==> src/rtl/msps_pkg.sv <==
// ----------------------------------------------------------------------------
// msps_pkg
// Shared types and constants for the multichannel servo pulse sequencer.
// ----------------------------------------------------------------------------
package msps_pkg;

  localparam int Channels   = 16;   // servo outputs
  localparam int ChW        = 4;    // width of a channel index
  localparam int CountBits  = 16;   // frame counter width
  localparam int UsW        = 15;   // microsecond values and limits
  localparam int TicksW     = 16;   // stored pulse width in ticks
  localparam int TrimW      = 8;
  localparam int ShiftW     = 2;
  localparam int CfgIdxW    = 3;
  localparam int CfgDataW   = 16;

  localparam logic [TicksW-1:0] DefWidth = TicksW'(3000);  // 1500 us at reset
  localparam int GapMin     = 4;     // shortest frame gap after the last pulse

  // Angle mapping: p / 180 is done as (p / 4) / 45 with a reciprocal multiply.
  localparam int DegRange   = 180;
  localparam int DegDiv     = DegRange / 4;
  localparam int ProdW      = 2 * UsW;        // value times span
  localparam int RedW       = ProdW - 2;      // product after the divide by 4
  localparam int RecipShift = 34;
  localparam longint unsigned RecipMul = (64'd1 << RecipShift) / DegDiv;
  localparam int RecipW     = 29;
  localparam int QuotW      = RedW + RecipW - RecipShift;
  localparam int UsSumW     = QuotW + 1;

  typedef enum logic [1:0] {
    MODE_TICK       = 2'd0,
    MODE_SET_US     = 2'd1,
    MODE_SET_ANGLE  = 2'd2,
    MODE_SET_ENABLE = 2'd3
  } mode_e;

  typedef enum logic [CfgIdxW-1:0] {
    CFG_MIN_US     = 3'd0,
    CFG_MAX_US     = 3'd1,
    CFG_ANGLE_LIM  = 3'd2,
    CFG_TRIM       = 3'd3,
    CFG_REFRESH    = 3'd4,
    CFG_TICK_SHIFT = 3'd5
  } cfg_idx_e;

  typedef struct packed {
    logic [UsW-1:0]    min_us;
    logic [UsW-1:0]    max_us;
    logic [UsW-1:0]    angle_lim;
    logic [TrimW-1:0]  trim;
    logic [15:0]       refresh;
    logic [ShiftW-1:0] shift;
  } cfg_t;

  // Write into the width table.
  typedef struct packed {
    logic              en;
    logic [ChW-1:0]    addr;
    logic [TicksW-1:0] data;
  } wr_t;

  // One result word, first field in the highest bits.
  typedef struct packed {
    logic             frame_start;
    logic             in_pulse;
    logic [ChW-1:0]   pulsing_ch;
    logic [15:0]      pin_levels;
  } res_t;

endpackage

==> src/rtl/multichannel_servo_pulse_sequencer_unit.sv <==
// ----------------------------------------------------------------------------
// multichannel_servo_pulse_sequencer_unit
// Servo pulse sequencer with a width table in RAM and a two-word output buffer.
// ----------------------------------------------------------------------------
// The result word of an item is registered into the output buffer when the item
// is taken. Throughput: one word per cycle while the buffer has room. A tick that
// follows a width write waits until the three-stage conversion pipeline has
// written the width table; the two-word output buffer keeps input flowing while
// the output stalls for one word. Reset is asynchronous and clears all control
// state; unwritten table entries read as 3000 ticks, so no clearing pass is run.
module multichannel_servo_pulse_sequencer_unit (
  input  logic        clk_i,
  input  logic        rst_ni,
  input  logic        s_axis_tvalid_i,
  output logic        s_axis_tready_o,
  input  logic [23:0] s_axis_tdata_i,   // channel[3:0], value[18:4], enable_flag[19]
  input  logic [1:0]  s_axis_tuser_i,   // mode[1:0]
  output logic        m_axis_tvalid_o,
  input  logic        m_axis_tready_i,
  output logic [23:0] m_axis_tdata_o,   // pin_levels[15:0], pulsing_channel[19:16],
                                        // in_pulse[20], frame_start[21]
  input  logic        cfg_we_i,
  input  logic [2:0]  cfg_idx_i,
  input  logic [15:0] cfg_wdata_i
);
  import msps_pkg::*;

  cfg_t            cfg_q;
  mode_e           mode;
  logic [ChW-1:0]  ch;
  logic [UsW-1:0]  value;
  logic            enable_flag;
  logic            accept;
  logic            wr_busy;
  wr_t             wr;
  logic            rd_en;
  logic [ChW-1:0]  rd_addr;
  logic [TicksW-1:0] rd_data;
  res_t            res;
  res_t            out_q, skid_q;
  logic [1:0]      cnt_q;
  logic            pop;

  assign mode        = mode_e'(s_axis_tuser_i);
  assign ch          = s_axis_tdata_i[3:0];
  assign value       = s_axis_tdata_i[18:4];
  assign enable_flag = s_axis_tdata_i[19];

  // Ticks hold off while a width write is still in flight.
  assign s_axis_tready_o = (cnt_q != 2'd2) && !((mode == MODE_TICK) && wr_busy);
  assign accept          = s_axis_tvalid_i && s_axis_tready_o;

  always_ff @(posedge clk_i or negedge rst_ni) begin
    if (!rst_ni) begin
      cfg_q.min_us    <= UsW'(544);
      cfg_q.max_us    <= UsW'(2400);
      cfg_q.angle_lim <= UsW'(544);
      cfg_q.trim      <= '0;
      cfg_q.refresh   <= 16'd40000;
      cfg_q.shift     <= ShiftW'(1);
    end else if (cfg_we_i) begin
      case (cfg_idx_e'(cfg_idx_i))
        CFG_MIN_US:     cfg_q.min_us    <= cfg_wdata_i[UsW-1:0];
        CFG_MAX_US:     cfg_q.max_us    <= cfg_wdata_i[UsW-1:0];
        CFG_ANGLE_LIM:  cfg_q.angle_lim <= cfg_wdata_i[UsW-1:0];
        CFG_TRIM:       cfg_q.trim      <= cfg_wdata_i[TrimW-1:0];
        CFG_REFRESH:    cfg_q.refresh   <= cfg_wdata_i;
        CFG_TICK_SHIFT: cfg_q.shift     <= cfg_wdata_i[ShiftW-1:0];
        default: ;
      endcase
    end
  end

  msps_width u_width (
    .clk_i      (clk_i),
    .rst_ni     (rst_ni),
    .valid_i    (accept && ((mode == MODE_SET_US) || (mode == MODE_SET_ANGLE))),
    .is_angle_i (mode == MODE_SET_ANGLE),
    .ch_i       (ch),
    .value_i    (value),
    .cfg_i      (cfg_q),
    .wr_o       (wr),
    .busy_o     (wr_busy)
  );

  msps_ram #(
    .Width (TicksW),
    .Depth (Channels)
  ) u_width_ram (
    .clk_i   (clk_i),
    .we_i    (wr.en),
    .waddr_i (wr.addr),
    .wdata_i (wr.data),
    .re_i    (rd_en),
    .raddr_i (rd_addr),
    .rdata_o (rd_data)
  );

  msps_seq u_seq (
    .clk_i     (clk_i),
    .rst_ni    (rst_ni),
    .valid_i   (accept),
    .mode_i    (mode),
    .ch_i      (ch),
    .enable_i  (enable_flag),
    .cfg_i     (cfg_q),
    .wr_i      (wr),
    .rd_data_i (rd_data),
    .rd_en_o   (rd_en),
    .rd_addr_o (rd_addr),
    .res_o     (res)
  );

  // Two-word output buffer: out_q is the head, skid_q the second word.
  assign pop = (cnt_q != 2'd0) && m_axis_tready_i;

  always_ff @(posedge clk_i or negedge rst_ni) begin
    if (!rst_ni) begin
      cnt_q <= 2'd0;
    end else begin
      cnt_q <= cnt_q + 2'(accept) - 2'(pop);
    end
  end

  always_ff @(posedge clk_i) begin
    if (accept) begin
      if ((cnt_q == 2'd0) || ((cnt_q == 2'd1) && pop)) begin
        out_q <= res;
      end else begin
        skid_q <= res;
      end
    end
    if (pop && (cnt_q == 2'd2)) begin
      out_q <= skid_q;
    end
  end

  assign m_axis_tvalid_o = (cnt_q != 2'd0);
  assign m_axis_tdata_o  = {2'b00, out_q};

endmodule

==> src/rtl/msps_ram.sv <==
// ----------------------------------------------------------------------------
// msps_ram
// Generic single-write, single-read RAM with a registered read port.
// ----------------------------------------------------------------------------
module msps_ram #(
  parameter int Width = 16,
  parameter int Depth = 16
) (
  input  logic                     clk_i,
  input  logic                     we_i,
  input  logic [$clog2(Depth)-1:0] waddr_i,
  input  logic [Width-1:0]         wdata_i,
  input  logic                     re_i,
  input  logic [$clog2(Depth)-1:0] raddr_i,
  output logic [Width-1:0]         rdata_o
);

  logic [Width-1:0] mem_q [Depth];
  logic [Width-1:0] rdata_q;

  always_ff @(posedge clk_i) begin
    if (we_i) begin
      mem_q[waddr_i] <= wdata_i;
    end
    if (re_i) begin
      rdata_q <= mem_q[raddr_i];
    end
  end

  assign rdata_o = rdata_q;

endmodule

==> src/rtl/msps_width.sv <==
// ----------------------------------------------------------------------------
// msps_width
// Width conversion pipeline: angle mapping, clamping and scaling to ticks,
// ending in a write to the width table from the last stage.
// ----------------------------------------------------------------------------
module msps_width (
  input  logic                    clk_i,
  input  logic                    rst_ni,
  input  logic                    valid_i,
  input  logic                    is_angle_i,
  input  logic [msps_pkg::ChW-1:0] ch_i,
  input  logic [msps_pkg::UsW-1:0] value_i,
  input  msps_pkg::cfg_t          cfg_i,
  output msps_pkg::wr_t           wr_o,
  output logic                    busy_o
);
  import msps_pkg::*;

  // Stage 1: product of the angle and the span.
  logic              s1_valid_q, s1_map_q;
  logic [ChW-1:0]    s1_ch_q;
  logic [UsW-1:0]    s1_value_q;
  logic [ProdW-1:0]  s1_prod_q;
  // Stage 2: reciprocal estimate of the quotient.
  logic              s2_valid_q, s2_map_q;
  logic [ChW-1:0]    s2_ch_q;
  logic [UsW-1:0]    s2_value_q;
  logic [RedW-1:0]   s2_red_q;
  logic [QuotW-1:0]  s2_quot_q;
  // Stage 3: corrected quotient.
  logic              s3_valid_q, s3_map_q;
  logic [ChW-1:0]    s3_ch_q;
  logic [UsW-1:0]    s3_value_q;
  logic [QuotW-1:0]  s3_quot_q;

  logic [UsW-1:0]          span;
  logic                    map;
  logic [ProdW-1:0]        prod;
  logic [RedW-1:0]         red;
  logic [RedW+RecipW-1:0]  recip_prod;
  logic [RedW-1:0]         back_mul;
  logic [RedW-1:0]         rem;
  logic [QuotW-1:0]        quot;
  logic [UsSumW-1:0]       us;
  logic [UsSumW-1:0]       lo_ext, hi_ext;
  logic [UsW-1:0]          clamped;
  logic [UsW+2:0]          scaled;
  logic [TicksW-1:0]       ticks;

  // An inverted limit pair maps every angle to the minimum, so the span is zero.
  assign span = (cfg_i.max_us >= cfg_i.min_us) ? (cfg_i.max_us - cfg_i.min_us) : '0;
  assign map  = is_angle_i && (value_i < cfg_i.angle_lim);
  assign prod = ProdW'(value_i) * ProdW'(span);

  assign red        = s1_prod_q[ProdW-1:2];
  assign recip_prod = (RedW+RecipW)'(red) * (RedW+RecipW)'(RecipMul);

  // The estimate is the true quotient or one below it.
  assign back_mul = RedW'(s2_quot_q) * RedW'(DegDiv);
  assign rem      = s2_red_q - back_mul;
  assign quot     = (rem >= RedW'(DegDiv)) ? (s2_quot_q + QuotW'(1)) : s2_quot_q;

  always_comb begin
    lo_ext = UsSumW'(cfg_i.min_us);
    hi_ext = UsSumW'(cfg_i.max_us);
    us     = s3_map_q ? (lo_ext + UsSumW'(s3_quot_q)) : UsSumW'(s3_value_q);
    if (us <= lo_ext) begin
      clamped = cfg_i.min_us;
    end else if (us >= hi_ext) begin
      clamped = cfg_i.max_us;
    end else begin
      clamped = us[UsW-1:0];
    end
    scaled = (UsW+3)'(clamped) << cfg_i.shift;
    ticks  = (scaled > (UsW+3)'(16'hFFFF)) ? 16'hFFFF : scaled[TicksW-1:0];
  end

  always_ff @(posedge clk_i or negedge rst_ni) begin
    if (!rst_ni) begin
      s1_valid_q <= 1'b0;
      s2_valid_q <= 1'b0;
      s3_valid_q <= 1'b0;
    end else begin
      s1_valid_q <= valid_i;
      s2_valid_q <= s1_valid_q;
      s3_valid_q <= s2_valid_q;
    end
  end

  always_ff @(posedge clk_i) begin
    s1_map_q   <= map;
    s1_ch_q    <= ch_i;
    s1_value_q <= value_i;
    s1_prod_q  <= prod;
    s2_map_q   <= s1_map_q;
    s2_ch_q    <= s1_ch_q;
    s2_value_q <= s1_value_q;
    s2_red_q   <= red;
    s2_quot_q  <= recip_prod[RedW+RecipW-1:RecipShift];
    s3_map_q   <= s2_map_q;
    s3_ch_q    <= s2_ch_q;
    s3_value_q <= s2_value_q;
    s3_quot_q  <= quot;
  end

  assign wr_o.en   = s3_valid_q;
  assign wr_o.addr = s3_ch_q;
  assign wr_o.data = ticks;
  assign busy_o    = s1_valid_q | s2_valid_q | s3_valid_q;

endmodule

==> src/rtl/msps_seq.sv <==
// ----------------------------------------------------------------------------
// msps_seq
// Frame sequencer: frame counter, channel walk, pulse and frame end events.
// The width of a newly started channel is read from the table and the pulse
// end is formed in the next cycle from the read data.
// ----------------------------------------------------------------------------
module msps_seq (
  input  logic                       clk_i,
  input  logic                       rst_ni,
  input  logic                       valid_i,
  input  msps_pkg::mode_e            mode_i,
  input  logic [msps_pkg::ChW-1:0]   ch_i,
  input  logic                       enable_i,
  input  msps_pkg::cfg_t             cfg_i,
  input  msps_pkg::wr_t              wr_i,
  input  logic [msps_pkg::TicksW-1:0] rd_data_i,
  output logic                       rd_en_o,
  output logic [msps_pkg::ChW-1:0]   rd_addr_o,
  output msps_pkg::res_t             res_o
);
  import msps_pkg::*;

  logic [CountBits-1:0] count_q, count_d;
  logic [Channels-1:0]  en_mask_q, en_mask_d;
  logic [ChW-1:0]       active_q, active_d;
  logic                 pulse_q, pulse_d;
  logic [CountBits-1:0] pulse_end_q, pulse_end_d;
  logic [CountBits-1:0] frame_end_q, frame_end_d;
  logic                 pend_q, pend_d;
  logic [CountBits-1:0] start_q, start_d;
  logic [Channels-1:0]  written_q;
  logic                 rd_ok_q;

  logic                 is_tick;
  logic [TicksW-1:0]    width_eff;
  logic [CountBits-1:0] dur;
  logic [CountBits-1:0] end_now;
  logic                 end_hit, gap_hit, do_start;
  logic [ChW:0]         base;
  logic                 found;
  logic [ChW-1:0]       found_idx;
  logic [CountBits-1:0] cnt_base, gap_next, refresh_c;

  assign is_tick = valid_i && (mode_i == MODE_TICK);

  // Pulse end of a channel started in the previous cycle, from the read data.
  always_comb begin
    width_eff = rd_ok_q ? rd_data_i : DefWidth;
    dur       = CountBits'(17'(width_eff) + 17'(cfg_i.trim));
    if (dur == '0) begin
      dur = CountBits'(1);
    end
    end_now = pend_q ? (start_q + dur) : pulse_end_q;
  end

  assign end_hit  = pulse_q && (count_q == end_now);
  assign gap_hit  = !pulse_q && (count_q == frame_end_q);
  assign do_start = is_tick && (end_hit || gap_hit);
  assign base     = gap_hit ? '0 : ((ChW+1)'(active_q) + (ChW+1)'(1));
  assign cnt_base = gap_hit ? '0 : count_q;

  // Lowest enabled channel at or above the base index.
  always_comb begin
    found     = 1'b0;
    found_idx = '0;
    for (int i = Channels - 1; i >= 0; i--) begin
      if (en_mask_q[i] && ((ChW+1)'(i) >= base)) begin
        found     = 1'b1;
        found_idx = ChW'(i);
      end
    end
  end

  always_comb begin
    refresh_c = CountBits'(cfg_i.refresh);
    gap_next  = cnt_base + CountBits'(GapMin);
    if (refresh_c > gap_next) begin
      gap_next = refresh_c;
    end
  end

  always_comb begin
    count_d     = count_q;
    en_mask_d   = en_mask_q;
    active_d    = active_q;
    pulse_d     = pulse_q;
    pulse_end_d = end_now;
    frame_end_d = frame_end_q;
    pend_d      = 1'b0;
    start_d     = start_q;
    if (is_tick) begin
      count_d = cnt_base + CountBits'(1);
    end
    if (do_start) begin
      if (found) begin
        active_d = found_idx;
        pulse_d  = 1'b1;
        pend_d   = 1'b1;
        start_d  = cnt_base;
      end else begin
        pulse_d     = 1'b0;
        frame_end_d = gap_next;
      end
    end
    if (valid_i && (mode_i == MODE_SET_ENABLE) && ((ChW+1)'(ch_i) < (ChW+1)'(Channels))) begin
      en_mask_d[ch_i] = enable_i;
    end
  end

  always_ff @(posedge clk_i or negedge rst_ni) begin
    if (!rst_ni) begin
      count_q     <= '0;
      en_mask_q   <= '0;
      active_q    <= '0;
      pulse_q     <= 1'b0;
      pulse_end_q <= '0;
      frame_end_q <= '0;
      pend_q      <= 1'b0;
      start_q     <= '0;
      written_q   <= '0;
      rd_ok_q     <= 1'b0;
    end else begin
      count_q     <= count_d;
      en_mask_q   <= en_mask_d;
      active_q    <= active_d;
      pulse_q     <= pulse_d;
      pulse_end_q <= pulse_end_d;
      frame_end_q <= frame_end_d;
      pend_q      <= pend_d;
      start_q     <= start_d;
      if (wr_i.en) begin
        written_q[wr_i.addr] <= 1'b1;
      end
      if (rd_en_o) begin
        rd_ok_q <= written_q[found_idx];
      end
    end
  end

  assign rd_en_o   = do_start && found;
  assign rd_addr_o = found_idx;

  always_comb begin
    res_o             = '0;
    res_o.frame_start = is_tick && gap_hit;
    res_o.in_pulse    = pulse_d;
    if (pulse_d) begin
      res_o.pulsing_ch = active_d;
      res_o.pin_levels = 16'h1 << active_d;
    end
  end

endmodule

==> config.mk <==
export PLATFORM = sky130hd
export DESIGN_NAME = multichannel_servo_pulse_sequencer_unit
export DESIGN_NICKNAME = d
export VERILOG_FILES = /design/src/rtl/msps_pkg.sv /design/src/rtl/multichannel_servo_pulse_sequencer_unit.sv /design/src/rtl/msps_ram.sv /design/src/rtl/msps_width.sv /design/src/rtl/msps_seq.sv
export SDC_FILE = /design/constraint.sdc
export NUM_CORES = 2
export LEC_CHECK = 0
export BUFFER_PORTS_ARGS = -buffer_cell sky130_fd_sc_hd__buf_2
export CORE_MARGIN = 1.5
export CORE_UTILIZATION = 52
export CTS_BUF_LIST = sky130_fd_sc_hd__clkbuf_4
export DETAILED_ROUTE_END_ITERATION = 10
export HOLD_SLACK_MARGIN = 0.06
export PLACE_DENSITY = 0.68
export SYNTH_ARGS = -nofsm -noshare
export SYNTH_HDL_FRONTEND = slang
export SYNTH_SLANG_ARGS = --single-unit
==> constraint.sdc <==
create_clock -name clk_i -period 11.3 [get_ports clk_i]
set_clock_uncertainty 0.2 [all_clocks]
set_input_delay 2.26 -clock clk_i [delete_from_list [all_inputs] [get_ports clk_i]]
set_output_delay 2.26 -clock clk_i [all_outputs]
set_load 0.05 [all_outputs]
# ---- Word level (Yosys, flattened, before mapping)
# Memories as Yosys holds them, arrays and structs flattened. A register that Yosys moved wholly into a read port is not among the register bits.
# Cells that the tools add are included.
dict set report totals {
  regBits 387
  latchBits 0
  ramBits 256
  romBits 0
  in_bits 50
  output_inout_bits 26
  wordCells 221
  n_memories 1
}
# memory depth width read_ports rd_ports_with_merged_regs wr line_no
set memory_table {}
lappend memory_table {u_width_ram.mem_q 16 16 1 1 1 msps_ram.sv:18} ;# logic [Width-1:0] mem_q [Depth];
dict set report classes {
  add_sub_neg 11
  mul 3
  div_mod_pow 0
  magnitude_cmp 28
  eq_ne 13
  shift 2
  n_mux 62
  bitwise_logic 5
  reduce_logical 55
}
# operator n
set op_table {}
lappend op_table {{$mux 16} 6}
lappend op_table {{$mux 4} 18}
lappend op_table {{$mux 22} 3}
lappend op_table {{$mul 28x28->56 const B} 1}
lappend op_table {{$mux 15} 3}
lappend op_table {{$ge 4x5->1 const A} 8}
lappend op_table {{$logic_and 1x1->1} 33}
lappend op_table {{$eq 16x16->1} 2}
lappend op_table {{$mul 15x15->30} 1}
lappend op_table {{$ge 28x6->1 const B} 1}
lappend op_table {{$mul 23x6->28 const B} 1}
lappend op_table {{$sub 28x28->28} 1}
lappend op_table {{$add 15x23->24} 1}
lappend op_table {{$ge 24x15->1} 1}
lappend op_table {{$le 24x15->1} 1}
lappend op_table {{$mux 1} 24}
lappend op_table {{$mux 24} 1}
lappend op_table {{$add 23x1->23 const B} 1}
lappend op_table {{$mux 23} 1}
lappend op_table {{$ge 3x5->1 const A} 4}
lappend op_table {{$mux 20} 1}
lappend op_table {{$reduce_and 2->1} 10}
lappend op_table {{$gt 18x16->1 const B} 1}
lappend op_table {{$shl 15x2->18} 1}
lappend op_table {{35 further kinds} 54}

# ---- Logic depth before layout (Yosys ltp)
dict set report logic_depth {
  word_depth 28
  depth_mapped 38
  mapped_depth_nobuf 37
}

# ---- Hierarchy
# Synthesis repeated with hierarchy kept, for this count alone.
dict set report unflattened {
  hier_cells 4772
  hier_area_um2 52743.1
}
# mod instances cells_per_inst area_each_um2 seq_area_each_um2
set by_module_without_submodules {}
lappend by_module_without_submodules {msps_width 1 3080 29266.8 3318.2}
lappend by_module_without_submodules {msps_ram 1 432 10203.5 8167.8}
lappend by_module_without_submodules {msps_seq 1 1008 8650.8 2577.5}
lappend by_module_without_submodules {multichannel_servo_pulse_sequencer_unit 1 252 4621.9 3165.5}

# ---- Worst setup path after synthesis
# Ideal clock, no wire load.
dict set report synth_path {
  kind {reg2reg}
  startpoint {reg cfg_q[41] in the netlist's numbering}
  endpoint {reg u_width.s1_prod_q[29]}
  setup_time_ns 0.072
  t_arrival_ns 8.158
  t_required_ns 11.028
  slack_ns 2.870
  stages_incl_launch_ff 36
  path_buffers 1
  synth_period_minus_slack_ns 8.430
  cell_sequence {dfrtp_1 > inv_1 > ha_1 > inv_1 > fa_1 > a21o_1 > a21oi_1 > o21ai_0 > a21oi_1 > o21ai_0 > a21oi_1 > o21ai_0 > a21o_1 > a21oi_1 > xnor2_1 > and2_1 > clkbuf_1 > nand2_1 > fa_1 > fa_1 > inv_1 > fa_1 > fa_1 > fa_1 > inv_1 > fa_1 > inv_1 > ha_1 > or3_1 > o21ai_0 > a21oi_1 > a41oi_1 > a21oi_1 > a211o_1 > a21oi_1 > xnor2_1}
}
dict set report synth_between {
  elab_chain_cells 3
  word_cells_on_any_way 4
  cone_classes {1 x add/sub; 1 x mul; 1 x order compare; 1 x mux}
}
# item line_no
set synth_lines {}
lappend synth_lines {{start: declaration} multichannel_servo_pulse_sequencer_unit.sv:28} ;# cfg_t cfg_q;
lappend synth_lines {{$sub 15x15->15 / $ge 15x15->1 (equally long branches)} msps_width.sv:51} ;# assign span = (cfg_i.max_us >= cfg_i.min_us) ? (cfg_i.max_us - cfg_i.min_us) : '0;
lappend synth_lines {{$mux 15 (*)} msps_width.sv:51}
lappend synth_lines {{$mul 15x15->30 (*)} msps_width.sv:53} ;# assign prod = ProdW'(value_i) * ProdW'(span);
lappend synth_lines {{named net u_width.prod[29]} msps_width.sv:38} ;# logic [ProdW-1:0] prod;
lappend synth_lines {{end signal: assignment} msps_width.sv:94} ;# s1_prod_q <= prod;
lappend synth_lines {{end: declaration} msps_width.sv:23} ;# logic [ProdW-1:0] s1_prod_q;
# The timed path passes the listed nets; every way through them passes the cells marked *.
# A chain may end at the register's enable or synchronous reset.

# ---- Final worst setup path
dict set report layout_path {
  startpoint {reg cfg_q[57] in the netlist's numbering}
  endpoint {reg u_width.s1_prod_q[29]}
}
# Same word-level chain as after synthesis.

==> reports/metrics.cfg <==
[run_status]
outcome=finished clean

[worst_setup_path]
timing.rr.end=u_width.s1_prod_q[29]
path_common_cell=fa_1
startpoint_type=register
path_buf_inv=4
r2r_setup_slack_ns=1.74
r2r_start=cfg_q[57]
slowest_delay_ns=0.66
crit_path_top_delay_cell=xor2_1
worst-setup-path-type=reg -> reg
cp.arrival_ns=10.31
required_ns=12.05
crit_path_end_kind=register
path_delay_family=adder cells
cp_max_fo=10
r2r_cells=32

[synthesis]
synth_most_common_cell=inv_1
ys_warn_count=0
ys_ff_latch=657
yosys.area.top_type_share_pct=18.6
async_flop_share_pct=27.2
synth_area_mm2=0.0524
yosysUniqueCellTypes=105
ys_top_cells_by_area=fa_1, edfxtp_1, ha_1, dfrtp_1, dfxtp_1
ys_top_cells_by_count=inv_1, ha_1, fa_1
seq_area_frac_synth_pct=32.9
postSynthAreaPerCell_um2=10.7
synth_ff_type=edfxtp_1
synth_area_leader_cell=fa_1
syn_inst=4896
synth-edff-count=316

[global_route]
grt_pass1_vias=36900
grt_pass1_wl_mm=205
grt_max_degree=143
track_usage_pct=25.6
grt_overflow=0
antenna_found_initial=9

[floorplanning]
die_area_mm2=0.103
die-width_um=320
initial_core_util_pct=52.4
die_y_um=320
rows=116
num_io_pins=76
coreArea_mm2=0.100

[sta]
setup_tns_ns=0
hold_viol=0
rsz0062_at_grt=no
setup_viol=0
tightest_slew_ns=1.32
relSlewSlack_pct=12.0
fmax_mhz=105
period_needed_ns=9.56
fin_crit_sh_pct=84.6
slew_violations=0

[clock_network]
post_cts_buffers=0
numClockSinks=657
clkLatencyLatePin_ns=1.08
cts_root_buf=clkbuf_4
path_clk_slew_ns=0.06
ctsResizeCount=0
cts_max_path_buffers=3
cts_buffers=172
cts_tree=yes
h-tree-depth=4
cts_hold_buf=0

[placed_design]
io_buffers=69
hpwl_mm=96.9
gp_congestion=0.968

[cells_and_area]
nNetsFinal=6112
drive_above_1_share_pct=11.2
multi_input_area_mm2=0.0316
n_fill_cell=8440
regArea_mm2=0.0172
synthToLayoutAreaGrowth_pct=7.79

[min_path]
min_from=u_width.s1_value_q[7]
hold_end=u_width.s2_value_q[7]
worstHoldPathType=reg -> reg
whs_path_depth=0

[drt]
drt-total-wl_mm=129
avgRoutedWirePerCell_um=19.9
dr.pass1.iters=7
vias=36400
drtAntennaViolNets=0
drtIter0Drc=2896
drc_errors=0
routed_via_density=5.63

[flow_run]
drv_cap=0

layout by cell type, fill, tap and decap left out, drive strengths merged, types with 25 or more instances in the layout:
master,n
mux2,79
inv,800
buf,112
nand2b,35
xor2,58
nand4,35
o21ai,197
mux2i,159
dfxtp,162
clkinv,62
and2,33
a21oi,158
nor3,58
fa,487
xnor2,118
a211oi,94
edfxtp,316
a21o,46
nand3,131
nor2,179
and3,137
nand2,290
o21a,31
clkbuf,250
dfrtp,165
o211ai,25
nor2b,64
ha,557
flip-flops by register name, indices dropped and copies added (netlist names), 16 cells and up:
register / count
u_seq.en_mask_q: 16
u_width.s2_red_q: 28
u_width_ram.rdata_o: 16
u_width.s3_quot_q: 23
u_seq.written_q: 16
u_width.s2_quot_q: 23
u_seq.pulse_end_q: 16
u_width_ram.mem_q: 256
u_seq.count_q: 16
u_seq.start_q: 16
cfg_q: 71
u_seq.frame_end_q: 16
u_width.s1_prod_q: 28
skid_q: 22
m_axis_tdata_o: 22
per-layer routing:
layer  track usage (%)  part of all wire [%]  wire (um)
met5                 0                0.0093         12
met4              7.35                   2.2       2830
met3              3.83                   6.9       8840
met2              39.3                    44      57100
met1              37.8                    46      59700
how the worst max path moves through the flow:
stage,startpoint,end,slack [ns],cells after the start
6_report,cfg_q[57],u_width.s1_prod_q[29],1.74,32
3_5_place_dp,cfg_q[57],u_width.s1_prod_q[29],1.87,32
2_1_floorplan,cfg_q[41],u_width.s1_prod_q[29],2.87,35
3_3_place_gp,cfg_q[57],u_width.s1_prod_q[29],1.99,32
4_1_cts,cfg_q[57],u_width.s1_prod_q[29],1.80,32
5_1_grt,cfg_q[57],u_width.s1_prod_q[29],1.08,32
final cells by class:
| type | count | area share (%) |
|---|---|---|
| diodes | 3 | 0.0133 |
| inverters | 795 | 5.29 |
| multi-input cells | 3279 | 56.0 |
| repair buffers | 113 | 1.26 |
| clock inverters | 71 | 0.789 |
| flip-flops and latches | 657 | 30.5 |
| well taps | 1298 | 2.88 |
| clock buffers | 249 | 3.31 |
per-stage QoR:
| stage | util (%) | worst slack [ns] | area [um2] | std cells | hold WS (ns) |
|---|---|---|---|---|---|
| after global placement | 54.1 | 1.99 | 54100 | 6142 | 0.110 |
| after detailed placement | 54.1 | 1.87 | 54100 | 6142 | 0.112 |
| after CTS | 56.5 | 1.80 | 56500 | 6462 | 0.111 |
| after global routing | 56.5 | 1.08 | 56500 | 6463 | 0.112 |
| after floorplan | - | 2.87 | 52400 | 4897 | 0.110 |
| final | 56.5 | 1.74 | 56500 | 6465 | 0.112 |
cell families after synthesis:
| family | synth area share (%) |
|---|---|
| AND/OR/NAND/NOR | 10.4 |
| adder cells (fa/ha/maj) | 31.9 |
| buffers and inverters | 7.08 |
| AO/OA/AOI/OAI | 9.00 |
| flip-flops | 32.9 |
| multiplexers | 5.66 |
| XOR/XNOR | 2.99 |
| other | 0.00716 |
Power is not shown: default switching activity piles up to over one toggle a cycle in this logic, so the estimate is an artifact.
